## config.mk

```make
export PLATFORM = sky130hd
export DESIGN_NAME = tes_log2
export DESIGN_NICKNAME = d
export VERILOG_FILES = /design/src/hdl/trinucleotide_entropy_score_core_macros.svh /design/src/hdl/tes_pkg.sv /design/src/hdl/tes_log2.sv
export SDC_FILE = /design/constraint.sdc
export NUM_CORES = 2
export LEC_CHECK = 0
export BUFFER_PORTS_ARGS = -buffer_cell sky130_fd_sc_hd__buf_2
export CORE_MARGIN = 5
export CORE_UTILIZATION = 46
export DETAILED_ROUTE_END_ITERATION = 16
export PLACE_DENSITY = 0.69
export SLEW_MARGIN = 20
export SYNTH_ARGS = -nofsm -noshare
export SYNTH_HDL_FRONTEND = slang
export SYNTH_SLANG_ARGS = --single-unit
export TNS_END_PERCENT = 5
```

## constraint.sdc

```tcl
create_clock -name clk -period 6.8 [get_ports clk]
set_clock_uncertainty 0.05 [all_clocks]
set_input_delay 1.02 -clock clk [delete_from_list [all_inputs] [get_ports clk]]
set_output_delay 1.02 -clock clk [all_outputs]
set_load 0.05 [all_outputs]
```

## src/hdl/trinucleotide_entropy_score_core_macros.svh

```systemverilog
// Assertion macros shared by the trinucleotide entropy score RTL.
// Depends on nothing; included by the files that carry assertions.
`ifndef TRINUCLEOTIDE_ENTROPY_SCORE_CORE_MACROS_SVH
`define TRINUCLEOTIDE_ENTROPY_SCORE_CORE_MACROS_SVH

// Same-cycle implication, disabled during reset
`define TES_ASSERT_IMPL(name, clk, rst_n, ante, cons) \
    name: assert property (@(posedge clk) disable iff (!rst_n) (ante) |-> (cons)) \
        else $error("same-cycle implication check failed");

// Next-cycle implication, disabled during reset
`define TES_ASSERT_NEXT(name, clk, rst_n, ante, cons) \
    name: assert property (@(posedge clk) disable iff (!rst_n) (ante) |=> (cons)) \
        else $error("next-cycle implication check failed");

`endif

```

## src/hdl/tes_pkg.sv

```systemverilog
// Package for the trinucleotide entropy score core: constants, types, bin function.
// No dependencies; imported by every module of the block.
package tes_pkg;

    localparam int NUM_BINS          = 128;
    localparam int BIN_W             = 7;
    localparam int BASE_W            = 3;
    localparam logic [BASE_W-1:0] BASE_OTHER = 3'd4;
    localparam int FRAC_W            = 16;   // log2 fraction bits
    localparam int MANT_W            = 31;   // Q30 mantissa in [1,2)
    localparam int SCALE             = 25600;
    localparam int SCALE_W           = 15;
    localparam int SCORE_W           = 15;
    localparam logic [SCORE_W-1:0] SCORE_MAX = 15'h7FFF;
    localparam int THR_W             = 7;
    localparam logic [THR_W-1:0] THR_RESET = 7'd50;
    localparam int MIN_SCORED_BASES  = 4;
    localparam int DEF_MAX_READ_LEN  = 256;
    localparam int DEF_NORM_CAP      = 64;

    // Status of a multi-cycle arithmetic unit
    typedef struct packed {
        logic busy;
        logic done;
    } unit_stat_t;

    // Histogram bin of a trinucleotide: b0*25 + b1*5 + b2
    function automatic logic [BIN_W-1:0] bin_index(
        input logic [BASE_W-1:0] b0,
        input logic [BASE_W-1:0] b1,
        input logic [BASE_W-1:0] b2
    );
        logic [BIN_W-1:0] r;
        r = BIN_W'(b0) * BIN_W'(25) + BIN_W'(b1) * BIN_W'(5) + BIN_W'(b2);
        return r;
    endfunction

endpackage

```

## src/hdl/tes_log2.sv

```systemverilog
// Iterative log2 in Q16: top bit index plus 16 fraction bits by repeated squaring.
// Depends on tes_pkg.
module tes_log2
    import tes_pkg::*;
#(
    parameter int CNT_W = 9,
    parameter int E_W   = 4
)
(
    input  logic                    clk,
    input  logic                    rst_n,
    input  logic                    start,
    input  logic [CNT_W-1:0]        x,
    output unit_stat_t              stat,
    output logic [E_W+FRAC_W-1:0]   result
);

    localparam int IT_W = $clog2(FRAC_W);

    typedef enum logic [2:0] {
        L_IDLE = 3'b001,
        L_SQ   = 3'b010,
        L_NRM  = 3'b100
    } log_state_t;

    log_state_t               state_reg, state_next;
    logic [MANT_W-1:0]        y_reg, y_next;
    logic [2*MANT_W-1:0]      prod_reg;
    logic [FRAC_W-1:0]        frac_reg, frac_next;
    logic [E_W-1:0]           e_reg, e_next;
    logic [IT_W-1:0]          iter_reg, iter_next;
    logic                     done_reg, done_next;

    logic [E_W-1:0]           msb;
    logic [CNT_W+MANT_W-2:0]  x_ext;
    logic [CNT_W+MANT_W-2:0]  x_sh;
    logic [MANT_W:0]          p;

    // Index of the top set bit
    always_comb
    begin
        msb = '0;
        for (int i = 0; i < CNT_W; i++)
        begin
            if (x[i])
            begin
                msb = E_W'(i);
            end
        end
    end

    // Mantissa x / 2^e in Q30
    assign x_ext = {x, (MANT_W-1)'(0)};
    assign x_sh  = x_ext >> msb;
    assign p     = prod_reg[2*MANT_W-1:MANT_W-1];

    always_comb
    begin
        state_next = state_reg;
        y_next     = y_reg;
        frac_next  = frac_reg;
        e_next     = e_reg;
        iter_next  = iter_reg;
        done_next  = 1'b0;
        unique case (state_reg)
            L_IDLE:
            begin
                if (start)
                begin
                    e_next     = msb;
                    y_next     = x_sh[MANT_W-1:0];
                    frac_next  = '0;
                    iter_next  = '0;
                    state_next = L_SQ;
                end
            end
            L_SQ:
            begin
                state_next = L_NRM;
            end
            L_NRM:
            begin
                // one fraction bit per squaring
                if (p[MANT_W])
                begin
                    y_next    = p[MANT_W:1];
                    frac_next = {frac_reg[FRAC_W-2:0], 1'b1};
                end
                else
                begin
                    y_next    = p[MANT_W-1:0];
                    frac_next = {frac_reg[FRAC_W-2:0], 1'b0};
                end
                if (iter_reg == IT_W'(FRAC_W-1))
                begin
                    done_next  = 1'b1;
                    state_next = L_IDLE;
                end
                else
                begin
                    iter_next  = iter_reg + IT_W'(1);
                    state_next = L_SQ;
                end
            end
            default:
            begin
                state_next = L_IDLE;
            end
        endcase
    end

    // Control registers
    always_ff @(posedge clk or negedge rst_n)
    begin
        if (!rst_n)
        begin
            state_reg <= L_IDLE;
            done_reg  <= 1'b0;
        end
        else
        begin
            state_reg <= state_next;
            done_reg  <= done_next;
        end
    end

    // Datapath registers
    always_ff @(posedge clk)
    begin
        y_reg    <= y_next;
        frac_reg <= frac_next;
        e_reg    <= e_next;
        iter_reg <= iter_next;
        prod_reg <= y_reg * y_reg;
    end

    assign stat.busy = (state_reg != L_IDLE);
    assign stat.done = done_reg;
    assign result    = {e_reg, frac_reg};

endmodule

```

* Word-level counts from Yosys, hierarchy flattened
Cells that the tools add are included.
** Word-level totals
- Bits in registers :: 121
- Input bits :: 12
- Output and inout bits :: 22
- Logic and storage cells :: 43
** Cells by class
- $add $sub $neg :: 1
- Multipliers :: 1
- Equality and inequality tests :: 7
- Shifts and indexed selects :: 1
- Mux-type cells :: 22
- Reduce and logical (&&, ||, !) cells :: 4
** Operator list (number)
- multiplier 31 x 31 -> 62 bit :: 1
- 2-to-1 mux 31 bit :: 2
- case mux 31 bit (2 select lines) :: 1
- right shift 39 x 4 -> 31 bit :: 1
- 2-to-1 mux 4 bit :: 8
- case mux 16 bit (2 select lines) :: 1
- 2-to-1 mux 16 bit :: 1
- case mux 3 bit (3 select lines) :: 1
- case mux 4 bit (2 select lines) :: 1
- adder 4 x 1 -> 4 bit, second input constant :: 1
- equality test 4 bit, second input constant :: 1
- 2-to-1 mux 1 bit :: 4
- 2-to-1 mux 2 bit :: 2
- != test 2 bit, second input constant :: 2
- AND reduction 2 bit :: 2
- equality test 3 x 1 -> 1 bit, second input constant :: 1
- equality test 3 x 2 -> 1 bit, second input constant :: 1
- equality test 3 bit, second input constant :: 1
- 2-to-1 mux 3 bit :: 1
- != test 3 x 1 -> 1 bit, second input constant :: 1
- AND reduction 3 bit :: 1
- nonzero test 2 bit :: 1

* Longest topological paths before layout
- Depth in word-level cells :: 11
- Mapped depth :: 30
- Gate-level depth less buffers :: 28

* Worst setup path before layout
No wires, ideal clock.
- Path type :: flip-flop to flip-flop
- Start point :: reg y_reg[9]
- End point :: reg prod_reg[61]
- Setup time :: 0.121 ns
- Data arrival time :: 7.303 ns
- Required time :: 6.629 ns
- Slack :: -0.674 ns
- Stages on the path, launching flop included :: 27
- Path buffers :: 3
- Clock period less this slack :: 7.474 ns
- Cell sequence :: edfxtp_1 -> clkbuf_1 -> clkbuf_1 -> nand2_1 -> fa_1 -> fa_1 -> inv_1 -> fa_1 -> inv_1 -> fa_1 -> inv_1 -> fa_1 -> fa_1 -> fa_1 -> inv_1 -> fa_1 -> inv_1 -> ha_1 -> clkbuf_1 -> nand4_1 -> or2_1 -> a2111o_1 -> a31oi_2 -> a21oi_2 -> o311ai_4 -> a41oi_2 -> xnor2_1
** On the way
- Word-level cells in the longest chain between the ends :: 1
** Ends and longest elaborated chain
- from (decl) :: line tes_log2.sv:27 : logic [MANT_W-1:0] y_reg, y_next;
- from (signal assigned) :: line tes_log2.sv:130 : y_reg <= y_next;
- multiplier 31 x 31 -> 62 bit :: line tes_log2.sv:134 : prod_reg <= y_reg * y_reg;
- to (signal assigned) :: line tes_log2.sv:134
- to (decl) :: line tes_log2.sv:28 : logic [2*MANT_W-1:0] prod_reg;
No other way between the ends.
A chain may end at the register's enable or synchronous reset.

* Final worst setup path
- Start point :: reg y_reg[10]
- End point :: reg prod_reg[61]
The elaborated chain is that of the path after synthesis.

==> impl_results.md <==
* Status: finished with violations
* Failing checks: negative setup slack
* Slew HR at 34.4%
* Reg2reg start: y_reg[10]
* Most numerous cell in the Yosys netlist: inv_1
* Final setup margin at -0.736 ns
* CP bufs+invs at 6
* Die footprint at 71500 um2
* Post-Synthesis Cell Area at approximately 30000 um2
* NumNets Final at 4566
* Post-DRT Antenna Nets at 0
* Max frequency at 133 MHz
* Synth Flop Type: edfxtp_1
* Largest net degree at the start of global routing at 39
* IO Count at 34
* Critical Path Stages at 24
* Largest register FFs at 32
* Longest Clk Path Bufs at 2
* PortBufs at 33
* CTS root buf: clkbuf_16
* Die H at around 270 um
* Hold Path Class: in2async
* Die width at between 200 and 300 um
* Initial core utilization at a little under half
* Crit Path Class: reg2reg
* Post-route cell area at between 30000 and 40000 um2
* Layout cells sized above 1 at 15.9%
* Drt first pass iters at 5
* TritonCTS buffer count at 9
* Synth Register Bits at a little over 90
* Number of vias per cell at around 4.9
* Slew Limit Fails at 0
* DRC viols at 0
* Post-Place Worst Slack at -0.953 ns
* Worst-path clk slew at around 0.07 ns
* Sequential area share after synthesis at between 7 and 8%
* CP max FO at 7
* Per-cell routed wire length at 17.1 um
* Final worst-path cycle share at 111%
* Yosys top cell area share at around 49%
* # clock sinks at a little over 90
* Number of synthesized flops with an enable pin at 55
* Crit. Startpoint: y_reg[10]
* Netlist cell types at 67
* Post-synth ARST share at under 10%
* RR Endpoint: prod_reg[61]
* GPL Wtd Cong at 0.906
* Final setup viols at 31
* CTS hold repair buffers at 0
* Detail Placement HPWL at 65400 um
* Mux share of post-synthesis cell area at ~1.3%
* Critical Path RT at between 6 and 7 ns
* Final hold vios at 0
* Overall Global Routing Usage at 22.1%
* Final wirelength at 75400 um
* Syn. warnings at 0
* ANT cells at 0
* Post-synthesis xor/xnor area fraction at between 1.5 and 2%
* Synth Net Count at 4220
* Cells along the critical path: buf_4 -> buf_4 -> and2_1 -> fa_1 -> buf_4 -> buf_4 -> fa_1 -> fa_1 -> fa_1 -> fa_1 -> fa_1 -> fa_1 -> inv_1 -> fa_1 -> inv_1 -> ha_1 -> nand4_1 -> or2_1 -> a2111o_1 -> a31oi_4 -> a21oi_4 -> o311ai_4 -> a41oi_2 -> xnor2_1
* CP startpoint kind: register
* Critical path capture point type: register
* Adder-cell share of the synthesized area at 60.2%
* Skew-Pair Late Insertion Delay at 0.35 ns
* Area growth, synth to finish at 16.4%
* Unrepaired setup endpoints after global routing: true
* Complex-gate fraction of the synthesized area at under 10%
* Max cap viols at 0
* Placed cell area at around 35000 um2
* Worst EP arrival at a little under 8 ns
* Fin crit period at approximately 7.5 ns
* Syn Area/Cell at 9.55 um2
* Largest family of logic cells by synthesized area: adder cells
* DR vias at 21703
* Top delay family on crit path: adder cells
* Critical path's slowest cell: fa_1
* First-pass GRT wire length at 126000 um
* Synth top area cells: fa_1 49%, inv_1 12%, ha_1 11%, edfxtp_1 5.4%, and2_1 3.9%
* H-tree depth at 3
* Most frequent cells after synthesis: 943 x inv_1, 747 x fa_1, 291 x nand2_1
* Post-synthesis simple-gate area fraction at 10.9%
* FF-to-FF path depth at 24
* Vias in the first global route at 24414
* CP most frequent cell: fa_1
* Worst Tran Pin Value at about 0.98 ns
* Initial antenna violation count at 0
* Core area at about 66000 um2
* Grt ovf at 0
* R2r setup slk at -0.74 ns
* Initial drt markers at roughly 1300
* Std-Cell Rows at 94
* CTS tree: yes
* Largest stage delay, worst path at approximately 0.58 ns
* Cells after Synth at approximately 3200
* Synth area leader: fa_1
[per-stage QoR]
step / std cells / TNS [ns] / utilization (%) / hold WS [ns]
2_1_floorplan: 3189 / -4.05 / - / 0.466
3_3_place_gp: 4379 / -15.67 / 52.8 / 0.502
3_5_place_dp: 4379 / -17.73 / 52.8 / 0.508
4_1_cts: 4402 / -11.85 / 53.7 / 0.410
5_1_grt: 4404 / -18.51 / 53.9 / 0.403
6_report: 4404 / -11.99 / 53.9 / 0.413
[layout by cell type, fill, tap and decap left out, types with 7 or more instances in the layout]
| master | synthesis | layout |
|---|---|---|
| buf_2 | 2 | 34 |
| xor2_1 | 28 | 28 |
| fa_2 | 0 | 7 |
| fa_1 | 747 | 740 |
| a21oi_2 | 1 | 7 |
| dfxtp_1 | 32 | 31 |
| xnor2_1 | 33 | 32 |
| o21ai_1 | 8 | 11 |
| edfxtp_1 | 55 | 55 |
| clkbuf_16 | 0 | 9 |
| mux2i_1 | 35 | 35 |
| buf_12 | 0 | 28 |
| nand3_1 | 27 | 25 |
| and3_1 | 26 | 25 |
| o21bai_1 | 10 | 10 |
| a21o_1 | 34 | 34 |
| and2_1 | 190 | 189 |
| ha_4 | 0 | 7 |
| a21oi_1 | 69 | 61 |
| a211oi_1 | 12 | 10 |
| nor2_1 | 86 | 81 |
| nand4_1 | 18 | 18 |
| nand2_1 | 291 | 288 |
| buf_4 | 1 | 396 |
| nor3_1 | 17 | 12 |
| ha_1 | 272 | 262 |
| o21ai_0 | 37 | 29 |
| inv_1 | 943 | 942 |
| nor2b_1 | 10 | 10 |
[final cells by class]
| class | instances | area [um2] |
|---|---|---|
| timing repair buffer | 462 | 3750 |
| inverter | 944 | 3540 |
| tap | 864 | 1080 |
| clock inverter | 7 | 50.0 |
| fill | 5748 | 30300 |
| multi-input combinational | 2027 | 24400 |
| clock buffer | 9 | 225 |
| sequential | 91 | 2390 |
[repair_timing]
action                     CTS  global route
pin swaps                   14            28
resized for setup           48            34
hold endpoints to repair     0             0
setup buffers                6             2
cloned                       1             0
setup endpoints to repair   32            32
[routing by layer]
layer  share of wire, %  routed length (um)  global-route usage, %  up-vias
li1                   -                   -                      -    10045
met1                 41               31200                   29.0    10975
met2                 51               38400                   39.5      536
met3                4.4                3310                   1.78      147
met4                3.4                2550                   6.51        0
met5                  0                   0                      0        -
[cell families (layout without fill, tap and decap cells)]
group,Yosys count,in the layout
XOR/XNOR,61,61
AO/OA/AOI/OAI,221,221
flip-flops,91,91
AND/OR/NAND/NOR,688,688
multiplexers,38,38
buffers and inverters,1071,1422
adder cells (fa/ha/maj),1019,1019
[how the worst max path moves through the flow]
stage	end	slack, ns
floorplan	prod_reg[61]	-0.40
global placement	prod_reg[60]	-0.87
detailed placement	prod_reg[60]	-0.95
CTS	prod_reg[58]	-0.69
global route	prod_reg[61]	-0.94
finish	prod_reg[61]	-0.74
Power is left out: the tool's default activity adds up to more than one toggle a clock period on the data nets, which glitch-free logic cannot reach.
