### src/hdl/trinucleotide_entropy_score_core_macros.svh
// Assertion macros shared by the trinucleotide entropy score RTL.
// Depends on nothing; included by the files that carry assertions.
`ifndef TRINUCLEOTIDE_ENTROPY_SCORE_CORE_MACROS_SVH
`define TRINUCLEOTIDE_ENTROPY_SCORE_CORE_MACROS_SVH

// Same-cycle implication, disabled during reset
`define TES_ASSERT_IMPL(name, clk, rst_n, ante, cons) \
    name: assert property (@(posedge clk) disable iff (!rst_n) (ante) |-> (cons)) \
        else $error("same-cycle implication check failed");

// Next-cycle implication, disabled during reset
`define TES_ASSERT_NEXT(name, clk, rst_n, ante, cons) \
    name: assert property (@(posedge clk) disable iff (!rst_n) (ante) |=> (cons)) \
        else $error("next-cycle implication check failed");

`endif

### src/hdl/tes_pkg.sv
// Package for the trinucleotide entropy score core: constants, types, bin function.
// No dependencies; imported by every module of the block.
package tes_pkg;

    localparam int NUM_BINS          = 128;
    localparam int BIN_W             = 7;
    localparam int BASE_W            = 3;
    localparam logic [BASE_W-1:0] BASE_OTHER = 3'd4;
    localparam int FRAC_W            = 16;   // log2 fraction bits
    localparam int MANT_W            = 31;   // Q30 mantissa in [1,2)
    localparam int SCALE             = 25600;
    localparam int SCALE_W           = 15;
    localparam int SCORE_W           = 15;
    localparam logic [SCORE_W-1:0] SCORE_MAX = 15'h7FFF;
    localparam int THR_W             = 7;
    localparam logic [THR_W-1:0] THR_RESET = 7'd50;
    localparam int MIN_SCORED_BASES  = 4;
    localparam int DEF_MAX_READ_LEN  = 256;
    localparam int DEF_NORM_CAP      = 64;

    // Status of a multi-cycle arithmetic unit
    typedef struct packed {
        logic busy;
        logic done;
    } unit_stat_t;

    // Histogram bin of a trinucleotide: b0*25 + b1*5 + b2
    function automatic logic [BIN_W-1:0] bin_index(
        input logic [BASE_W-1:0] b0,
        input logic [BASE_W-1:0] b1,
        input logic [BASE_W-1:0] b2
    );
        logic [BIN_W-1:0] r;
        r = BIN_W'(b0) * BIN_W'(25) + BIN_W'(b1) * BIN_W'(5) + BIN_W'(b2);
        return r;
    endfunction

endpackage

### src/hdl/tes_div.sv
// Restoring divider, one quotient bit per cycle.
// Depends on tes_pkg.
module tes_div
    import tes_pkg::*;
#(
    parameter int NUM_W = 51,
    parameter int DEN_W = 29
)
(
    input  logic             clk,
    input  logic             rst_n,
    input  logic             start,
    input  logic [NUM_W-1:0] num,
    input  logic [DEN_W-1:0] den,
    output unit_stat_t       stat,
    output logic [NUM_W-1:0] quo
);

    localparam int C_W = $clog2(NUM_W + 1);

    typedef enum logic [1:0] {
        D_IDLE = 2'b01,
        D_RUN  = 2'b10
    } div_state_t;

    div_state_t        state_reg, state_next;
    logic [NUM_W-1:0]  qn_reg, qn_next;
    logic [DEN_W:0]    rem_reg, rem_next;
    logic [DEN_W-1:0]  den_reg, den_next;
    logic [C_W-1:0]    cnt_reg, cnt_next;
    logic              done_reg, done_next;

    logic [DEN_W:0]    rem_sh;
    logic              ge;

    // Shift in the next numerator bit, subtract if it fits
    assign rem_sh = {rem_reg[DEN_W-1:0], qn_reg[NUM_W-1]};
    assign ge     = (rem_sh >= {1'b0, den_reg});

    always_comb
    begin
        state_next = state_reg;
        qn_next    = qn_reg;
        rem_next   = rem_reg;
        den_next   = den_reg;
        cnt_next   = cnt_reg;
        done_next  = 1'b0;
        unique case (state_reg)
            D_IDLE:
            begin
                if (start)
                begin
                    qn_next    = num;
                    den_next   = den;
                    rem_next   = '0;
                    cnt_next   = '0;
                    state_next = D_RUN;
                end
            end
            D_RUN:
            begin
                rem_next = ge ? (rem_sh - {1'b0, den_reg}) : rem_sh;
                qn_next  = {qn_reg[NUM_W-2:0], ge};
                if (cnt_reg == C_W'(NUM_W-1))
                begin
                    done_next  = 1'b1;
                    state_next = D_IDLE;
                end
                else
                begin
                    cnt_next = cnt_reg + C_W'(1);
                end
            end
            default:
            begin
                state_next = D_IDLE;
            end
        endcase
    end

    always_ff @(posedge clk or negedge rst_n)
    begin
        if (!rst_n)
        begin
            state_reg <= D_IDLE;
            done_reg  <= 1'b0;
        end
        else
        begin
            state_reg <= state_next;
            done_reg  <= done_next;
        end
    end

    always_ff @(posedge clk)
    begin
        qn_reg  <= qn_next;
        rem_reg <= rem_next;
        den_reg <= den_next;
        cnt_reg <= cnt_next;
    end

    assign stat.busy = (state_reg != D_IDLE);
    assign stat.done = done_reg;
    assign quo       = qn_reg;

endmodule

### config.mk
export PLATFORM = sky130hd
export DESIGN_NAME = tes_div
export DESIGN_NICKNAME = d
export VERILOG_FILES = /design/src/hdl/trinucleotide_entropy_score_core_macros.svh /design/src/hdl/tes_pkg.sv /design/src/hdl/tes_div.sv
export SDC_FILE = /design/constraint.sdc
export NUM_CORES = 1
export LEC_CHECK = 0
export BUFFER_PORTS_ARGS = -buffer_cell sky130_fd_sc_hd__buf_4
export CAP_MARGIN = 10
export CELL_PAD_IN_SITES_DETAIL_PLACEMENT = 0
export CELL_PAD_IN_SITES_GLOBAL_PLACEMENT = 1
export CORE_UTILIZATION = 40
export DETAILED_ROUTE_END_ITERATION = 7
export GPL_TIMING_DRIVEN = 0
export HOLD_SLACK_MARGIN = 0.1
export PLACE_DENSITY_LB_ADDON = 0.1
export SYNTH_ARGS = -nofsm -noshare
export SYNTH_HDL_FRONTEND = slang
export SYNTH_SLANG_ARGS = --single-unit
### constraint.sdc
create_clock -name clk -period 4.2 [get_ports clk]
set_input_delay 0.84 -clock clk [delete_from_list [all_inputs] [get_ports clk]]
set_output_delay 0.84 -clock clk [all_outputs]
set_load 0.01 [all_outputs]
# Word-level counts from Yosys, hierarchy flattened
# Cells that the tools add are included.
# op_classes
eq_ne	7
reduce_logical	5
muxes	13
n_lt_le_gt_ge	1
addsub	2
# ops
operator	count
51-bit case mux with 2 select lines	1
29-bit two-way mux	2
29-bit case mux with 2 select lines	1
51-bit two-way mux	1
30-bit by 29-bit >= comparator with 1-bit output	1
29-bit subtractor	1
6-bit two-way mux	2
6-bit case mux with 2 select lines	1
6-bit by 1-bit adder with 6-bit output, second input constant	1
6-bit == test, second input constant	1
2-bit != test, second input constant	3
2-bit AND reduction	3
2-bit two-way mux	2
2-bit case mux with 2 select lines	1
3-bit AND reduction	1
2-bit by 1-bit == test with 1-bit output, second input constant	1
2-bit == test, second input constant	1
1-bit two-way mux	2
2-bit by 1-bit != test with 1-bit output, second input constant	1
2-bit nonzero test	1
# totals
output_inout_bits	53
input_bits	83
ff_bits	118
elab_cells	34

# Logic depth before layout (Yosys ltp)
# Gate-level depths: netlist of run 1.
# logic_depth
word_depth	3
mapped_depth	13
mapped_depth_nobuf	12

# Worst setup path after synthesis of run 1
# Ideal clock, no wire load.
# synth_path
path_kind	register -> register
startpoint	reg state_reg[0]
endpoint	reg qn_reg[0] (netlist: quo[0]) (enable)
stages_incl_launch_ff	6
synth_period_minus_slack_ns	3.662
path_slack_ns	0.538
setup_time_ns	0.793
arrival_time_ns	2.869
path_buffers	3
cell_sequence	dfstp_2 nand2b_1 clkbuf_1 buf_1 buf_1 nand2_1
# synth_via
elab_chain_len	3
elab_cells_between_ends	5
classes_between	eq/ne (3); reduce/logical (2)
# synth_rtl
element	line	text
start, declared	tes_div.sv:26	div_state_t state_reg, state_next;
start signal, assigned	tes_div.sv:90	state_reg <= state_next;
2-bit by 1-bit == test with 1-bit output or 2-bit == test (tied branches)	tes_div.sv:48	unique case (state_reg)
2-bit != test (no line) or 2-bit nonzero test (tied branches)	n/a	
2-bit AND reduction (no line) *	n/a	
end signal, assigned	tes_div.sv:97	qn_reg <= qn_next;
end, declared	tes_div.sv:27	logic [NUM_W-1:0] qn_reg, qn_next;
# Every way passes the cells marked *; elsewhere a longest branch is shown, timed or not.
# A chain may end at the register's enable or synchronous reset.

# Final worst setup path of run 1
# layout_path
startpoint	reg qn_reg[50] (netlist: quo[50])
endpoint	reg rem_reg[23] (data pin)
# layout_via
elab_chain_len	3
elab_cells_between_ends	4
classes_between	add/sub (1); order compare (1); mux (2)
# layout_rtl
element	line	text
29-bit subtractor or 30-bit by 29-bit >= comparator with 1-bit output (tied branches)	tes_div.sv:62, tes_div.sv:38	
29-bit two-way mux *	tes_div.sv:62	rem_next = ge ? (rem_sh - {1'b0, den_reg}) : rem_sh;
29-bit case mux with 2 select lines *	tes_div.sv:48	
end signal, assigned	tes_div.sv:98	rem_reg <= rem_next;
end, declared	tes_div.sv:28	logic [DEN_W:0] rem_reg, rem_next;
# Marked as above.

==> metrics.yaml, run 1 <==
p_per_area_mw_per_mm2: 657
drc_errors: 0
grt_antenna_before_repair: 0
fp.dieW_um: 129
routed_wl_um: 15500
finalCriticalPeriod_ps: 3650
timing.setup.tns_ps: 0
startpoint_type: "flip-flop"
cts_tree: "yes"
async_reset_ff_frac: 0.0254
grt_max_degree: 60
area_delta_synth_final_pct: 29.2
cp-end-kind: "flip-flop"
drv_slew: 0
rows: 46
clock_path_buffers: 2
synth.distinct_cells: 54
tightest_slew_ps: 743
synth_edf_count: 115
status: "finished clean"
firstDrtPassIters: 5
cts_root_buf: "clkbuf_16"
synth-seq-cells: 118
syn_avg_cell_area_um2: 9.88
vias: 5062
die_h_um: 129
finalSetupViolations: 0
syn_nets: 769
dp_slack_ps: 536
period_share: 0.870
required_ps: 4370
io_buffers: 135
irDropWorstVdd_uv: 409
gp_congestion: 0.825
critPathTopFamily: "compound AO/OA/AOI/OAI gates"
netlist_instances: 654
cpPeakStageDelay_ps: 470
io_pins: 136
rsz0062_at_grt: "no"
startpoint: "quo[50]"
cp_max_fo: 10
synth_seq_area_share: 0.546
power.leakage_nw: 3.77
antenna_left: 0
ctsResizeCount: 0
cts_buffers: 17
relSlewSlack: 0.500
largest_reg_flops: 51
synth.cell_area_mm2: 0.00646
hold_violations: 0
worst-path-buf-inv: 3
grt_pass1_wl_um: 24600
grt_overflow: 0
clock_sinks: 118
clk_pin_slew_ps: 60
ctsHtreeMaxLevel: 4
crit_path_top_delay_cell: "clkbuf_1"
power_mw: 5.49
crit_chain: "inv_1 -> ha_1 -> inv_1 -> fa_1 -> a21o_1 -> a221oi_2 -> or4_1 -> nand3_2 -> a41oi_4 -> clkbuf_1 -> nor4_1 -> a31oi_1 -> nand2_1"
clock_latency_ps: 420
path_class: "flip-flop to flip-flop"
initial_utilization: 0.408
cts_hold_buffers: 0
final.setup.worst_slack_ps: 547
skew_ps: 13.0
multi_input_area_mm2: 0.00265
seq_area_mm2: 0.00353
diodes: 0
yosys_most_used_dff: "edfxtp_1"
drive_gt1_frac: 0.220
fin_nets: 925
dpl.hpwl_um: 11100
ys_warn_count: 0
cap_violations: 0
drt-wirelength-per-cell_um: 14.9
whs_ps: 200
avgViaCountPerCell: 4.87
postCtsSetupRepairBufs: 0
max_freq_mhz: 274
grt_usage: 0.195
die_area_mm2: 0.0167
utilization: 0.528
hold_class: "primary input to asynchronous set/reset pin"
grt_pass1_vias: 4943
core_mm2: 0.0158
crit_arrival_ps: 3820
drt_iter0_markers: 293
cpMostUsedCell: "inv_1"
fill_cells: 1450
reg2reg_from: "quo[50]"
## logic make-up (layout without fill, tap and decap cells)
| kind of cell | after synthesis | count (layout) | share of synthesized area |
|---|---|---|---|
| AO/OA/AOI/OAI | 98 | 98 | 0.0974 |
| multiplexers | 13 | 13 | 0.0201 |
| buffers and inverters | 74 | 243 | 0.0459 |
| XOR/XNOR | 24 | 24 | 0.0325 |
| AND/OR/NAND/NOR | 295 | 295 | 0.195 |
| adder cells (fa/ha/maj) | 32 | 32 | 0.0631 |
| flip-flops | 118 | 118 | 0.546 |
## Yosys cell counts (5+ instances only)
| cell | n | area [um2] |
|---|---|---|
| nand2b_1 | 6 | 37.5 |
| a31oi_1 | 6 | 37.5 |
| nor2_1 | 55 | 206 |
| nor2b_1 | 5 | 31.3 |
| xor2_1 | 8 | 70.1 |
| nand2_1 | 179 | 672 |
| clkbuf_1 | 19 | 71.3 |
| a21oi_1 | 43 | 215 |
| a21o_1 | 12 | 90.1 |
| nor3_1 | 8 | 40.0 |
| nand3_1 | 14 | 70.1 |
| nand4_1 | 5 | 31.3 |
| or3_1 | 5 | 31.3 |
| o21ai_0 | 12 | 60.1 |
| o21bai_1 | 5 | 37.5 |
| buf_1 | 6 | 22.5 |
| edfxtp_1 | 115 | 3450 |
| xnor2_1 | 16 | 140 |
| inv_1 | 42 | 158 |
| mux2i_1 | 13 | 130 |
| ha_1 | 31 | 388 |
## stage by stage
stage          cell area (um2)  instances
6_report                  8350       1039
5_1_grt                   8350       1039
4_1_cts                   8320       1038
3_5_place_dp              7780       1006
3_3_place_gp              7750       1005
2_1_floorplan             6460        654
## layout by cell type, fill, tap and decap left out, types with 2 or more instances in the layout
cell	count
nand2_1	178
ha_1	31
nor4_1	2
nand2b_1	6
xnor2_1	16
inv_1	42
o211ai_1	2
clkinv_4	2
a21oi_1	43
o21ai_0	12
o21bai_1	5
nand3_1	14
buf_2	3
mux2i_1	13
a21o_1	12
nand4_1	5
clkinvlp_4	4
nor3b_1	2
xor2_1	8
buf_16	2
o31ai_1	4
nor2b_1	5
edfxtp_1	115
dfrtp_1	2
clkbuf_1	21
nand3b_1	2
or4_1	2
or2_2	2
nor3_1	8
or3_1	5
o221ai_1	2
buf_1	6
clkbuf_16	17
a31oi_1	6
buf_4	137
nor2_1	55
nor4b_1	3
clkinv_1	3
clkinv_2	3
## power breakdown
| part | switching [mW] | internal, mW | total, mW |
|---|---|---|---|
| clock | 0.532 | 0.807 | 1.34 |
| combinational | 1.27 | 0.993 | 2.26 |
| sequential | 0.164 | 1.72 | 1.89 |
## cell type report
class | instances | area share
Buffer | 31 | 0.0162
Sequential cell | 118 | 0.423
Clock inverter | 13 | 0.0130
Tap cell | 216 | 0.0324
Inverter | 43 | 0.0193
Timing Repair Buffer | 137 | 0.128
Clock buffer | 19 | 0.0518
Multi-Input combinational cell | 462 | 0.317
## layer usage
layer  routed length (um)  global-route usage  vias to the layer above
li1                     -                   -                     2580
met1                 7420               0.257                     2364
met2                 7370               0.315                      110
met3                  584              0.0524                        8
met4                   87              0.0533                        0
met5                    0                   0                        -
## worst paths after layout
path                                 to  slack [ps]  depth (start not counted)
max reg2reg                 rem_reg[23]         550                         13
min reg2reg                     quo[30]         530                          2
max                         rem_reg[23]         550                         13
max in group asynchronous  state_reg[0]        3810                          1
min in group clk                quo[30]         530                          2
min                            done_reg         200                          1
(Power assumes the default switching activity.)
==> run 2: changes to the inputs <==
--- a/config.mk
+++ b/config.mk
@@ -6,7 +6,7 @@
 export NUM_CORES = 1
 export LEC_CHECK = 0
 export BUFFER_PORTS_ARGS = -buffer_cell sky130_fd_sc_hd__buf_4
-export CAP_MARGIN = 10
+export CAP_MARGIN = 20
 export CELL_PAD_IN_SITES_DETAIL_PLACEMENT = 0
 export CELL_PAD_IN_SITES_GLOBAL_PLACEMENT = 1
 export CORE_UTILIZATION = 40
==> constraint.sdc (replaced) <==
create_clock -name clk -period 4.5 [get_ports clk]
set_input_delay 0.9 -clock clk [delete_from_list [all_inputs] [get_ports clk]]
set_output_delay 0.9 -clock clk [all_outputs]
set_load 0.01 [all_outputs]
==> run 2 against run 1 <==
Against the previous run: non-clock buffer count unchanged; largest cell class unchanged; setup slack better by 250 ps; sequential power decreased by 7%; worst hold slack better by 63 ps; maximum frequency is 1.4% lower; combinational power down 7%.
==> metrics.yaml, run 2 (synthesis gave the netlist of run 1 again) <==
core_mm2: 0.0158
fill_cells: 1486
cpPeakStageDelay_ps: 500
reg2reg_to: "rem_reg[23]"
power.leakage_nw: 3.83
clock_sinks: 118
crit_arrival_ps: 3870
final_common_cell: "nand2_1"
ctsResizeCount: 0
required_ps: 4660
die_h_um: 129
drc_errors: 0
postCtsSetupRepairBufs: 0
p_per_area_mw_per_mm2: 637
cap_violations: 0
final_area_mm2: 0.00846
finalNonFillerCells: 1039
io_pins: 136
grt_pass1_wl_um: 25000
reg2reg_slack_ps: 790
dpl.hpwl_um: 11200
routed_wl_um: 15600
startpoint_type: "flip-flop"
drive_gt1_frac: 0.224
path_class: "flip-flop to flip-flop"
fin_nets: 925
cp-end-kind: "flip-flop"
final_cell_mix: "nand2_1, buf_4, edfxtp_1, nor2_1, a21oi_1"
multi_input_area_mm2: 0.00265
gp_congestion: 0.825
hold_class: "primary input to asynchronous set/reset pin"
clk_pin_slew_ps: 60
grt_overflow: 0
dp_slack_ps: 805
cp_max_fo: 10
timing.setup.tns_ps: 0
worst-path-buf-inv: 3
avgViaCountPerCell: 4.92
crit_path_top_delay_cell: "clkbuf_1"
finalCriticalPeriod_ps: 3710
skew_ps: 9.99
finalSetupViolations: 0
clock_latency_ps: 420
max_freq_mhz: 270
io_buffers: 135
critPathTopFamily: "compound AO/OA/AOI/OAI gates"
period_share: 0.823
initial_utilization: 0.408
rsz0062_at_grt: "no"
antenna_left: 0
vias: 5113
crit_chain: "inv_1 -> ha_1 -> inv_1 -> fa_1 -> a21o_1 -> a221oi_2 -> or4_1 -> nand3_2 -> a41oi_4 -> clkbuf_1 -> nor3_1 -> mux2i_1 -> nand2_1"
area_delta_synth_final_pct: 30.9
drv_slew: 0
power_mw: 5.39
cts_root_buf: "clkbuf_16"
diodes: 0
firstDrtPassIters: 4
seq_area_mm2: 0.00353
grt_pass1_vias: 5005
status: "finished clean"
post-place-cells: 1007
cts_buffers: 17
cts_hold_buffers: 0
cts_tree: "yes"
die_area_mm2: 0.0167
relSlewSlack: 0.493
irDropWorstVdd_uv: 364
dpl_cell_area_mm2: 0.00781
hold_violations: 0
cpMostUsedCell: "inv_1"
grt_usage: 0.197
r2r_cells: 13
final.setup.worst_slack_ps: 794
fp.dieW_um: 129
rows: 46
clock_path_buffers: 2
tightest_slew_ps: 754
ctsHtreeMaxLevel: 4
reg2reg_from: "quo[50]"
startpoint: "quo[50]"
drt_iter0_markers: 334
grt_antenna_before_repair: 0
largest_reg_flops: 51
grt_max_degree: 60
drt-wirelength-per-cell_um: 15.1
-- run 2: cell types whose count changed in the layout (fill, tap and decap cells not counted) --
| cell | change |
|---|---|
| bufinv_16 | +4 |
| clkbuf_1 | -1 |
| clkinv_1 | -2 |
| clkinv_2 | -2 |
| clkinvlp_4 | -2 |
| inv_6 | +3 |
-- run 2: worst max path at each step --
stage                   to  slack [ps]  depth (start not counted)
2_1_floorplan       quo[0]         840                          5
3_3_place_gp       quo[36]        -890                          5
3_5_place_dp   rem_reg[23]         810                         13
4_1_cts        rem_reg[23]         790                         13
5_1_grt        rem_reg[23]         550                         13
6_report       rem_reg[23]         790                         13
-- run 2: per-stage QoR --
step,utilization,hold slack [ps]
floorplan,-,546
global placement,0.489,517
detailed placement,0.493,529
CTS,0.535,249
global route,0.535,247
finish,0.535,263
-- run 2: layout make-up --
class / instances / share of cell area
clock buffers: 18 / 0.0507
repair buffers: 137 / 0.126
plain buffers: 31 / 0.0160
well taps: 216 / 0.0319
clock inverters: 14 / 0.0263
multi-input cells: 462 / 0.313
inverters: 43 / 0.0191
flip-flops and latches: 118 / 0.417
-- run 2: report_power, final --
part / total [mW] / internal (mW) / switching [mW] / leakage, nW
Sequential: 1.76 / 1.61 / 0.152 / 1.22
Combinational: 2.11 / 0.926 / 1.19 / 2.29
Clock: 1.51 / 0.990 / 0.522 / 0.312
Total: 5.39 / 3.53 / 1.86 / 3.83
-- run 2: layer usage --
layer	GRT usage	share of wire	routed length, um	up-vias
met4	0.0491	0.0093	146	0
li1	-	-	-	2582
met2	0.319	0.47	7360	129
met1	0.265	0.47	7370	2390
met5	0	0	0	-
met3	0.0491	0.049	761	12
