File: config.mk
export PLATFORM = sky130hd
export DESIGN_NAME = tes_hist_mem
export DESIGN_NICKNAME = d
export VERILOG_FILES = /design/src/hdl/trinucleotide_entropy_score_core_macros.svh /design/src/hdl/tes_pkg.sv /design/src/hdl/tes_hist_mem.sv
export SDC_FILE = /design/constraint.sdc
export NUM_CORES = 1
export LEC_CHECK = 0
export BUFFER_PORTS_ARGS = -buffer_cell sky130_fd_sc_hd__buf_2
export CAP_MARGIN = 20
export CORE_UTILIZATION = 55
export CTS_BUF_LIST = sky130_fd_sc_hd__clkbuf_4
export DETAILED_ROUTE_END_ITERATION = 12
export PLACE_DENSITY = 0.83
export SLEW_MARGIN = 20
export SYNTH_ARGS = -nofsm -noshare
export SYNTH_HDL_FRONTEND = slang
export SYNTH_SLANG_ARGS = --single-unit
File: constraint.sdc
create_clock -name clk -period 4 [get_ports clk]
set_clock_uncertainty 0.15 [all_clocks]
set_input_delay 1.2 -clock clk [delete_from_list [all_inputs] [get_ports clk]]
set_output_delay 1.2 -clock clk [all_outputs]
set_load 0.02 [all_outputs]
File: src/hdl/trinucleotide_entropy_score_core_macros.svh
// Assertion macros shared by the trinucleotide entropy score RTL.
// Depends on nothing; included by the files that carry assertions.
`ifndef TRINUCLEOTIDE_ENTROPY_SCORE_CORE_MACROS_SVH
`define TRINUCLEOTIDE_ENTROPY_SCORE_CORE_MACROS_SVH

// Same-cycle implication, disabled during reset
`define TES_ASSERT_IMPL(name, clk, rst_n, ante, cons) \
    name: assert property (@(posedge clk) disable iff (!rst_n) (ante) |-> (cons)) \
        else $error("same-cycle implication check failed");

// Next-cycle implication, disabled during reset
`define TES_ASSERT_NEXT(name, clk, rst_n, ante, cons) \
    name: assert property (@(posedge clk) disable iff (!rst_n) (ante) |=> (cons)) \
        else $error("next-cycle implication check failed");

`endif

File: src/hdl/tes_pkg.sv
// Package for the trinucleotide entropy score core: constants, types, bin function.
// No dependencies; imported by every module of the block.
package tes_pkg;

    localparam int NUM_BINS          = 128;
    localparam int BIN_W             = 7;
    localparam int BASE_W            = 3;
    localparam logic [BASE_W-1:0] BASE_OTHER = 3'd4;
    localparam int FRAC_W            = 16;   // log2 fraction bits
    localparam int MANT_W            = 31;   // Q30 mantissa in [1,2)
    localparam int SCALE             = 25600;
    localparam int SCALE_W           = 15;
    localparam int SCORE_W           = 15;
    localparam logic [SCORE_W-1:0] SCORE_MAX = 15'h7FFF;
    localparam int THR_W             = 7;
    localparam logic [THR_W-1:0] THR_RESET = 7'd50;
    localparam int MIN_SCORED_BASES  = 4;
    localparam int DEF_MAX_READ_LEN  = 256;
    localparam int DEF_NORM_CAP      = 64;

    // Status of a multi-cycle arithmetic unit
    typedef struct packed {
        logic busy;
        logic done;
    } unit_stat_t;

    // Histogram bin of a trinucleotide: b0*25 + b1*5 + b2
    function automatic logic [BIN_W-1:0] bin_index(
        input logic [BASE_W-1:0] b0,
        input logic [BASE_W-1:0] b1,
        input logic [BASE_W-1:0] b2
    );
        logic [BIN_W-1:0] r;
        r = BIN_W'(b0) * BIN_W'(25) + BIN_W'(b1) * BIN_W'(5) + BIN_W'(b2);
        return r;
    endfunction

endpackage

File: src/hdl/tes_hist_mem.sv
// Trinucleotide histogram storage: one write port, one registered read port.
// Depends on tes_pkg.
module tes_hist_mem
    import tes_pkg::*;
#(
    parameter int DATA_W = 9
)
(
    input  logic              clk,
    input  logic              rd_en,
    input  logic [BIN_W-1:0]  rd_addr,
    output logic [DATA_W-1:0] rd_data,
    input  logic              wr_en,
    input  logic [BIN_W-1:0]  wr_addr,
    input  logic [DATA_W-1:0] wr_data
);

    logic [DATA_W-1:0] mem [NUM_BINS];

    // Write port
    always_ff @(posedge clk)
    begin
        if (wr_en)
        begin
            mem[wr_addr] <= wr_data;
        end
    end

    // Registered read port
    always_ff @(posedge clk)
    begin
        if (rd_en)
        begin
            rd_data <= mem[rd_addr];
        end
    end

endmodule

Word-level counts from Yosys, hierarchy flattened
Memory sizes are Yosys's and may differ from the RTL's. A register that Yosys moved wholly into a read port is not among the register bits.
Index checks and enable logic that the tools add are counted.
{"block": "classes", "muxes": 2}
{"cell": "1-bit two-way mux", "count": 2}
{"block": "word_totals", "regBits": 0, "mem_bits_rw": 1152, "n_memories": 1, "inputBits": 26, "out_inout_bits": 9, "wordCells": 3}
{"name": "mem", "depth": 128, "width": 9, "rd": 1, "rd_clocked_by_memory_dff": 1, "wr": 1, "line": "tes_hist_mem.sv:18", "source": "logic [DATA_W-1:0] mem [NUM_BINS];"}

Longest topological paths before layout
Gate-level depths: netlist (run 1).
{"block": "logic_depth", "ltp_word": 2, "ltp_mapped": 7}

Worst setup path after synthesis (run 1)
No wires, ideal clock.
{"block": "synth_timing", "path_kind": "input-to-reg", "startpoint": "input rd_addr[0]", "endpoint": "register rd_data[0], read port of mem, data pin", "setup_ns": 0.260, "path_slack_ns": -0.016, "path_buffers": 2, "t_arrival_ns": 3.606, "path_stages": 6, "path_cell_list": "buf_2 -> buf_1 -> mux4_2 -> mux4_2 -> mux4_2 -> mux2_2"}
{"element": "start, declared", "line": "tes_hist_mem.sv:11", "source": "input logic [BIN_W-1:0] rd_addr,"}
{"element": "end, declared", "line": "tes_hist_mem.sv:12", "source": "output logic [DATA_W-1:0] rd_data,"}

Worst setup path in the final report (run 1)
{"block": "layout_timing", "startpoint": "register rd_data[6], read port of mem", "endpoint": "output rd_data[6]"}
No word-level cell between the ends.

==> results of run 1 <==
==> report_power, final <==
part           total, W  switching (W)  internal [W]
logic           0.00136       0.000783      0.000575
registers        0.0135      0.0000268        0.0134
clock network   0.00937        0.00450       0.00486
==> cell usage in the layout, fill, tap and decap left out, drive strengths merged <==
cell	count
nand2	14
clkbuf	401
edfxtp	1161
mux2	9
mux4	378
bufinv	4
nor2	122
clkinv	56
nand2b	2
or3	1
nand4	3
nor2b	7
nor3	9
inv	7
buf	263
nand3	12
diode	6
==> routing by layer <==
layer	GRT usage [%]	up-vias	routed length, µm
met5	0	-	27
met4	11.9	4	4090
met3	7.60	264	14200
met2	42.1	1807	52500
met1	36.9	11639	37600
li1	-	8923	-
==> stage by stage <==
step | power (W) | cells | util [%] | instance area [µm²]
after global routing | 0.0250 | 3510 | 63.8 | 51300
after detailed placement | 0.0151 | 3041 | 59.6 | 47900
after floorplan | 0.0144 | 1816 | - | 44600
after CTS | 0.0243 | 3509 | 63.8 | 51300
final | 0.0242 | 3515 | 63.8 | 51300
after global placement | 0.0150 | 3041 | 59.6 | 47900
==> sequential cells by signal, indices dropped and copies added (netlist names) <==
signal   count
rd_data      9
mem       1152
==> cells by family (layout without fill, tap and decap cells) <==
| group | Yosys count | in the layout | synth area share, % |
|---|---|---|---|
| muxes | 387 | 387 | 19.3 |
| other | 0 | 6 | 0 |
| buffers and inverters | 98 | 731 | 0.995 |
| DFF | 1161 | 1161 | 78.1 |
| and+or+nand+nor | 170 | 170 | 1.56 |
==> worst min path at each step <==
| stage | to | depth (start not counted) |
|---|---|---|
| after global routing | rd_data[4] | 1 |
| after detailed placement | rd_data[4] | 4 |
| final | rd_data[4] | 1 |
| after global placement | rd_data[1] | 4 |
| after floorplan | rd_data[0] | 4 |
| after CTS | rd_data[4] | 1 |
==> final cells by class <==
type / count / area (µm²) / area share, %
clock buffer: 401 / 3010 / 5.87
sequential: 1161 / 34900 / 67.9
tap: 1060 / 1330 / 2.58
antenna: 6 / 15.0 / 0.0293
timing repair buffer: 263 / 2410 / 4.70
clock inverter: 67 / 372 / 0.724
multi-input combinational: 557 / 9310 / 18.1
==> results.cfg, run 1 <==
[run_status]
outcome = finished, final reports clean

[die]
die_area_mm2 = 0.0823
core_mm2 = 0.0804
row_count = 104
die_x_um = 287
ios = 35
die_y_um = 287
start_util_pct = 55.5

[routing]
ant_nets = 0
num_vias = 22637
wl_um = 108000
drtIter0Drc = 3285
route.detailed.drc = 0
viasPerCell = 6.44
avgRoutedWirePerCell_um = 30.8
first_pass_iters = 5

[power_and_ir_drop]
cellPowerDensity_mw_per_mm2 = 471
power_leakage_nw = 16.6
ir_worst_vdd_mv = 0.217

[synth]
synth_edf_count = 1161
async_flop_share_pct = 0
syn_area_per_cell_um2 = 24.6
syn_area_mm2 = 0.0446
ys_top_cells_by_count = edfxtp_1, mux4_2, nor2_1
synthCells = 1816
ys_seq_area_share_pct = 78.1
ys_ff_latch = 1161
yosysMostFrequentCell = edfxtp_1
ys.flop_type = edfxtp_1
synth_area_leaders = edfxtp_1, mux4_2, nor2_1
yosysTopAreaCell = edfxtp_1
ys_warn_count = 0
synthDistinctLibCells = 16
synth_nets = 1842
synth_top_area_share_pct = 78.1

[timing]
report.final.hold_viol_count = 0
fin_tns_setup_ps = 0
whs_ps = 354
timing.final.ws_setup_ps = 840
worst_pin_slew_ps = 946
setup_viol_count_final = 0
slew_headroom_pct = 36.7
period_needed_ps = 3160
slew_viol_final = 0
finalCritPeriodShare_pct = 79.0
rsz0062_at_grt = no
fmax_mhz = 316

[critical_path]
r2r-end = rd_data[3]
crit_chain = buf_2
cp_top_family = flip-flops
cp-endpoint = rd_data[6]
crit_type = register to output pin
rrSetupSlack_ps = 1160
end_kind = output pin
crit_start = rd_data[6]
slowest_stage = edfxtp_1
reg2reg_from = mem[68][3]
cp.required_ps = 2650
critPathArrivalTime_ps = 1810
start_kind = register
cp_max_fo = 1
crit_buf_inv = 1
cp.depth = 1
cp_slowest_stage_delay_ps = 500
reg2reg_depth = 4

[clocking]
root_buffer = clkbuf_4
holdBufCountCts = 0
clock_sink_count = 1161
post-cts-setup-buffers = 0
clock_latency_ps = 1130
cts_resized = 0
cts_tree = built
cts_buffer_depth = 4
cts_buffers = 294
clkTransAtPathRegs_ps = 70
ctsHtreeMaxLevel = 5

[worst_hold_path]
hold_start = rd_en
min_path_type = input port to register

[global_routing]
antenna_found_initial = 8
grt_max_degree = 89
gr-usage-all-layers_pct = 27.2
grt_pass1_vias = 23477
gr-total-overflow = 0
grt_pass1_wl_um = 158000

[cells_and_area]
drive_gt1_share_pct = 43.7
fin_nets = 2303
area_growth_pct = 15.0
fillCellCount = 4946

[placement]
portBuffers = 34
gp_congestion = 0.848
pre_cts_slack_ps = -195
dpl.hpwl_um = 67500

[run]
cap_violations = 0
Note: power is estimated with default switching activity, not from simulation.
==> run 2, diff against run 1 <==
--- a/config.mk
+++ b/config.mk
@@ -10,7 +10,7 @@
 export CORE_UTILIZATION = 55
 export CTS_BUF_LIST = sky130_fd_sc_hd__clkbuf_4
 export DETAILED_ROUTE_END_ITERATION = 12
-export PLACE_DENSITY = 0.83
+export PLACE_DENSITY = 0.81
 export SLEW_MARGIN = 20
 export SYNTH_ARGS = -nofsm -noshare
 export SYNTH_HDL_FRONTEND = slang
==> constraint.sdc (replaced) <==
create_clock -name clk -period 3.1 [get_ports clk]
set_clock_uncertainty 0.15 [all_clocks]
set_input_delay 0.93 -clock clk [delete_from_list [all_inputs] [get_ports clk]]
set_output_delay 0.93 -clock clk [all_outputs]
set_load 0.02 [all_outputs]
==> results.cfg, run 2 (synthesis gave the netlist of run 1 again) <==
[die]
start_util_pct = 55.5
die_x_um = 287
core_mm2 = 0.0804
row_count = 104
die_y_um = 287
die_area_mm2 = 0.0823
ios = 35

[cells_and_area]
fillCellCount = 4949
stdcell_area_mm2 = 0.0516
drive_gt1_share_pct = 44.2
area_growth_pct = 15.5
fin_nets = 2346
largest_reg_flops = 1152
top_register = mem
layout_commonest_cell = edfxtp_1
utilization_pct = 64.1
finalNonFillerCells = 3553
layout_common_cells = edfxtp_1, clkbuf_4, mux4_2
top_regs = mem: 1152 flops, rd_data: 9 flops

[clocking]
cts_buffers = 290
clock_latency_ps = 1150
clock_sink_count = 1161
ctsHtreeMaxLevel = 5
post-cts-setup-buffers = 0
cts_buffer_depth = 4
cts_tree = built
clkTransAtPathRegs_ps = 70
root_buffer = clkbuf_4

[placement]
gp_congestion = 0.874
portBuffers = 34
dp.cells = 3087
placed_area_mm2 = 0.0483
dpl.hpwl_um = 67800

[timing]
worst_pin_slew_ps = 698
finalCritPeriodShare_pct = 93.3
rsz0062_at_grt = no
report.final.hold_viol_count = 0
fmax_mhz = 346
slew_headroom_pct = 53.5
setup_viol_count_final = 0
slew_viol_final = 0
period_needed_ps = 2890

[power_and_ir_drop]
cellPowerDensity_mw_per_mm2 = 593
power_leakage_nw = 16.7
ir_worst_vdd_mv = 0.347

[global_routing]
grt_pass1_wl_um = 153000
grt_max_degree = 129
gr-usage-all-layers_pct = 26.2
grt_pass1_vias = 23443
antenna_found_initial = 11
gr-total-overflow = 0

[routing]
num_vias = 22459
avgRoutedWirePerCell_um = 29.3
drtIter0Drc = 2724
route.detailed.drc = 0
wl_um = 104000
first_pass_iters = 7
ant_nets = 0
viasPerCell = 6.32

[critical_path]
crit_chain = buf_2
cp.required_ps = 2020
start_kind = register
cp_top_family = flip-flops
end_kind = output pin
critPathArrivalTime_ps = 1810
crit_buf_inv = 1
cp_max_fo = 1
crit_type = register to output pin
cp_slowest_stage_delay_ps = 490
slowest_stage = edfxtp_1

[worst_hold_path]
min_path_type = input port to register

[run]
cap_violations = 0

[run_status]
outcome = finished, final reports clean
[run 2: cell count changes in the layout (fill, tap and decap cells not counted), moves of 2 or more]
cell,delta
buf_12,+6
buf_4,+40
bufinv_16,-4
clkbuf_4,-12
clkinv_1,+9
clkinv_2,+2
inv_2,-3
[run 2: routing by layer]
metal / routed length [µm] / track usage (%) / up-vias
met1: 36800 / 34.5 / 11595
li1: - / - / 9024
met5: 88 / 0 / -
met4: 3170 / 10.3 / 12
met2: 51200 / 41.5 / 1591
met3: 12900 / 7.81 / 237
[run 2: through the flow]
| step | hold WS, ps | TNS, ps | power (W) | setup WS, ps |
|---|---|---|---|---|
| 3_3_place_gp | 1090 | -6660 | 0.0194 | -783 |
| 3_5_place_dp | 1080 | -6840 | 0.0195 | -796 |
| 5_1_grt | 87.6 | 0 | 0.0316 | 170 |
| 6_report | 134 | 0 | 0.0306 | 209 |
| 2_1_floorplan | 879 | -2740 | 0.0186 | -305 |
| 4_1_cts | 42.2 | 0 | 0.0308 | 111 |
[run 2: cell type report]
type | instances | area, µm² | area share [%]
flip-flops and latches | 1161 | 34900 | 67.6
multi-input cells | 557 | 9310 | 18.1
clock buffers | 389 | 2920 | 5.66
repair buffers | 310 | 2840 | 5.51
well taps | 1060 | 1330 | 2.57
clock inverters | 70 | 275 | 0.534
diodes | 6 | 15.0 | 0.0291
[run 2: timing repair]
item | CTS | global route
gates resized for setup | 0 | 0
hold endpoints to repair | 6 | 0
hold buffers | 1 | 0
[run 2: power breakdown]
part / total (W) / switching (W) / internal (W)
Clock: 0.0114 / 0.00567 / 0.00578
Sequential: 0.0174 / 0.0000325 / 0.0173
Combinational: 0.00177 / 0.000986 / 0.000782
[run 2: final timing paths]
| path | from | endpoint | slack, ps | depth (start not counted) |
|---|---|---|---|---|
| setup reg to reg | mem[84][4] | rd_data[4] | 280 | 4 |
| hold reg to reg | mem[110][8] | rd_data[8] | 1100 | 4 |
| setup / recovery | rd_data[8] | rd_data[8] | 210 | 1 |
| hold / removal | wr_data[6] | mem[59][6] | 130 | 1 |
==> run 3, diff against run 2 <==
--- a/config.mk
+++ b/config.mk
@@ -7,10 +7,10 @@
 export LEC_CHECK = 0
 export BUFFER_PORTS_ARGS = -buffer_cell sky130_fd_sc_hd__buf_2
 export CAP_MARGIN = 20
-export CORE_UTILIZATION = 55
+export CORE_UTILIZATION = 45
 export CTS_BUF_LIST = sky130_fd_sc_hd__clkbuf_4
 export DETAILED_ROUTE_END_ITERATION = 12
-export PLACE_DENSITY = 0.81
+export PLACE_DENSITY = 0.7
 export SLEW_MARGIN = 20
 export SYNTH_ARGS = -nofsm -noshare
 export SYNTH_HDL_FRONTEND = slang
==> results.cfg, run 3 (synthesis gave the netlist of run 1 again) <==
[run_status]
outcome = finished, final reports clean

[cells_and_area]
top_regs = mem: 1152 flops, rd_data: 9 flops
layout_commonest_cell = edfxtp_1
area_growth_pct = 16.8
drive_gt1_share_pct = 44.5
fillCellCount = 7394
utilization_pct = 53.0
layout_common_cells = edfxtp_1, clkbuf_4, mux4_2
top_register = mem
fin_nets = 2354
largest_reg_flops = 1152

[timing]
rsz0062_at_grt = no
whs_ps = 167
period_needed_ps = 2880
finalCritPeriodShare_pct = 93.0
fmax_mhz = 347
setup_viol_count_final = 0
worst_pin_slew_ps = 717
fin_tns_setup_ps = 0
slew_viol_final = 0
report.final.hold_viol_count = 0
slew_headroom_pct = 52.2

[routing]
num_vias = 21913
route.met3.wl_um = 10700
ant_nets = 0
viasPerCell = 5.79
wl_um = 104000
drtIter0Drc = 2600
highest_layer = met5
dr_wl_met2_um = 50400
first_pass_iters = 6
wl_met1_um = 40100
route.detailed.drc = 0
avgRoutedWirePerCell_um = 27.4

[global_routing]
grt_max_degree = 129
antenna_found_initial = 16
grt_pass1_vias = 22953
gr-usage-all-layers_pct = 21.3
grt_pass1_wl_um = 152000
gr-total-overflow = 0

[critical_path]
cp_slowest_stage_delay_ps = 520
reg2reg_from = mem[94][6]
cp_top_family = flip-flops
crit_buf_inv = 1
end_kind = output pin
crit_type = register to output pin
rrSetupSlack_ps = 320
start_kind = register
r2r-end = rd_data[6]
cp_max_fo = 1
crit_chain = buf_2
critPathArrivalTime_ps = 1800
reg2reg_depth = 4
slowest_stage = edfxtp_1
cp.required_ps = 2020

[clocking]
cts_tree = built
root_buffer = clkbuf_4
clock_sink_count = 1161
cts_buffers = 297
clock_latency_ps = 1140
post-cts-setup-buffers = 0
holdBufCountCts = 1
cts_resized = 0
ctsHtreeMaxLevel = 5
cts_buffer_depth = 4
clkTransAtPathRegs_ps = 60

[power_and_ir_drop]
cellPowerDensity_mw_per_mm2 = 598
power_leakage_nw = 16.8
ir_worst_vdd_mv = 0.407
total_power_w = 0.0312

[die]
start_util_pct = 45.4
die_area_mm2 = 0.100
die_y_um = 317
core_mm2 = 0.0983
die_x_um = 317
row_count = 115
ios = 35

[run]
cap_violations = 0

[placement]
dpl.hpwl_um = 66000
gp_congestion = 0.855
portBuffers = 34

[worst_hold_path]
hold_path_depth = 1
hold_start = rd_en
min_path_type = input port to register
holdPathEnd = rd_data[7]
-- run 3: changes by cell type in the layout (fill, tap and decap cells not counted), sizes merged --
cell,before,now
buf,309,310
clkinv,66,58
bufinv,0,5
clkbuf,389,393
inv,4,5
diode,6,5
-- run 3: worst max-delay path by stage --
stage	startpoint	endpoint	slack, ps	cells past startpoint
after floorplan	rd_addr[0]	rd_data[0]	-300	7
after global placement	rd_addr[0]	rd_data[6]	-800	7
after detailed placement	rd_addr[0]	rd_data[6]	-800	7
after CTS	rd_data[7]	rd_data[7]	70	1
after global routing	rd_data[8]	rd_data[8]	110	1
final	rd_data[8]	rd_data[8]	220	1
-- run 3: layout make-up --
cell class / count / area [µm²] / share of cell area [%]
repair buffers: 311 / 2960 / 5.69
diodes: 5 / 12.5 / 0.0240
clock buffers: 393 / 2950 / 5.66
clock inverters: 68 / 400 / 0.768
flip-flops and latches: 1161 / 34900 / 66.9
well taps: 1287 / 1610 / 3.09
multi-input cells: 557 / 9310 / 17.9
-- run 3: per-stage QoR --
stage / worst slack (ps) / area (µm²) / cells
3_3_place_gp: -799 / 48700 / 3315
4_1_cts: 67.5 / 52100 / 3777
2_1_floorplan: -305 / 45000 / 1816
3_5_place_dp: -805 / 48700 / 3315
5_1_grt: 110 / 52100 / 3780
6_report: 218 / 52100 / 3782
-- run 3: where the power goes --
group	switching [W]	total [W]	internal (W)
combinational	0.000988	0.00178	0.000796
clock	0.00575	0.0120	0.00625
sequential	0.0000337	0.0174	0.0173
-- run 3: per-layer routing --
metal | vias to the layer above | track usage (%)
met5 | - | 0
met4 | 16 | 8.28
met3 | 172 | 5.14
met2 | 1217 | 33.0
met1 | 11474 | 29.4
li1 | 9034 | -
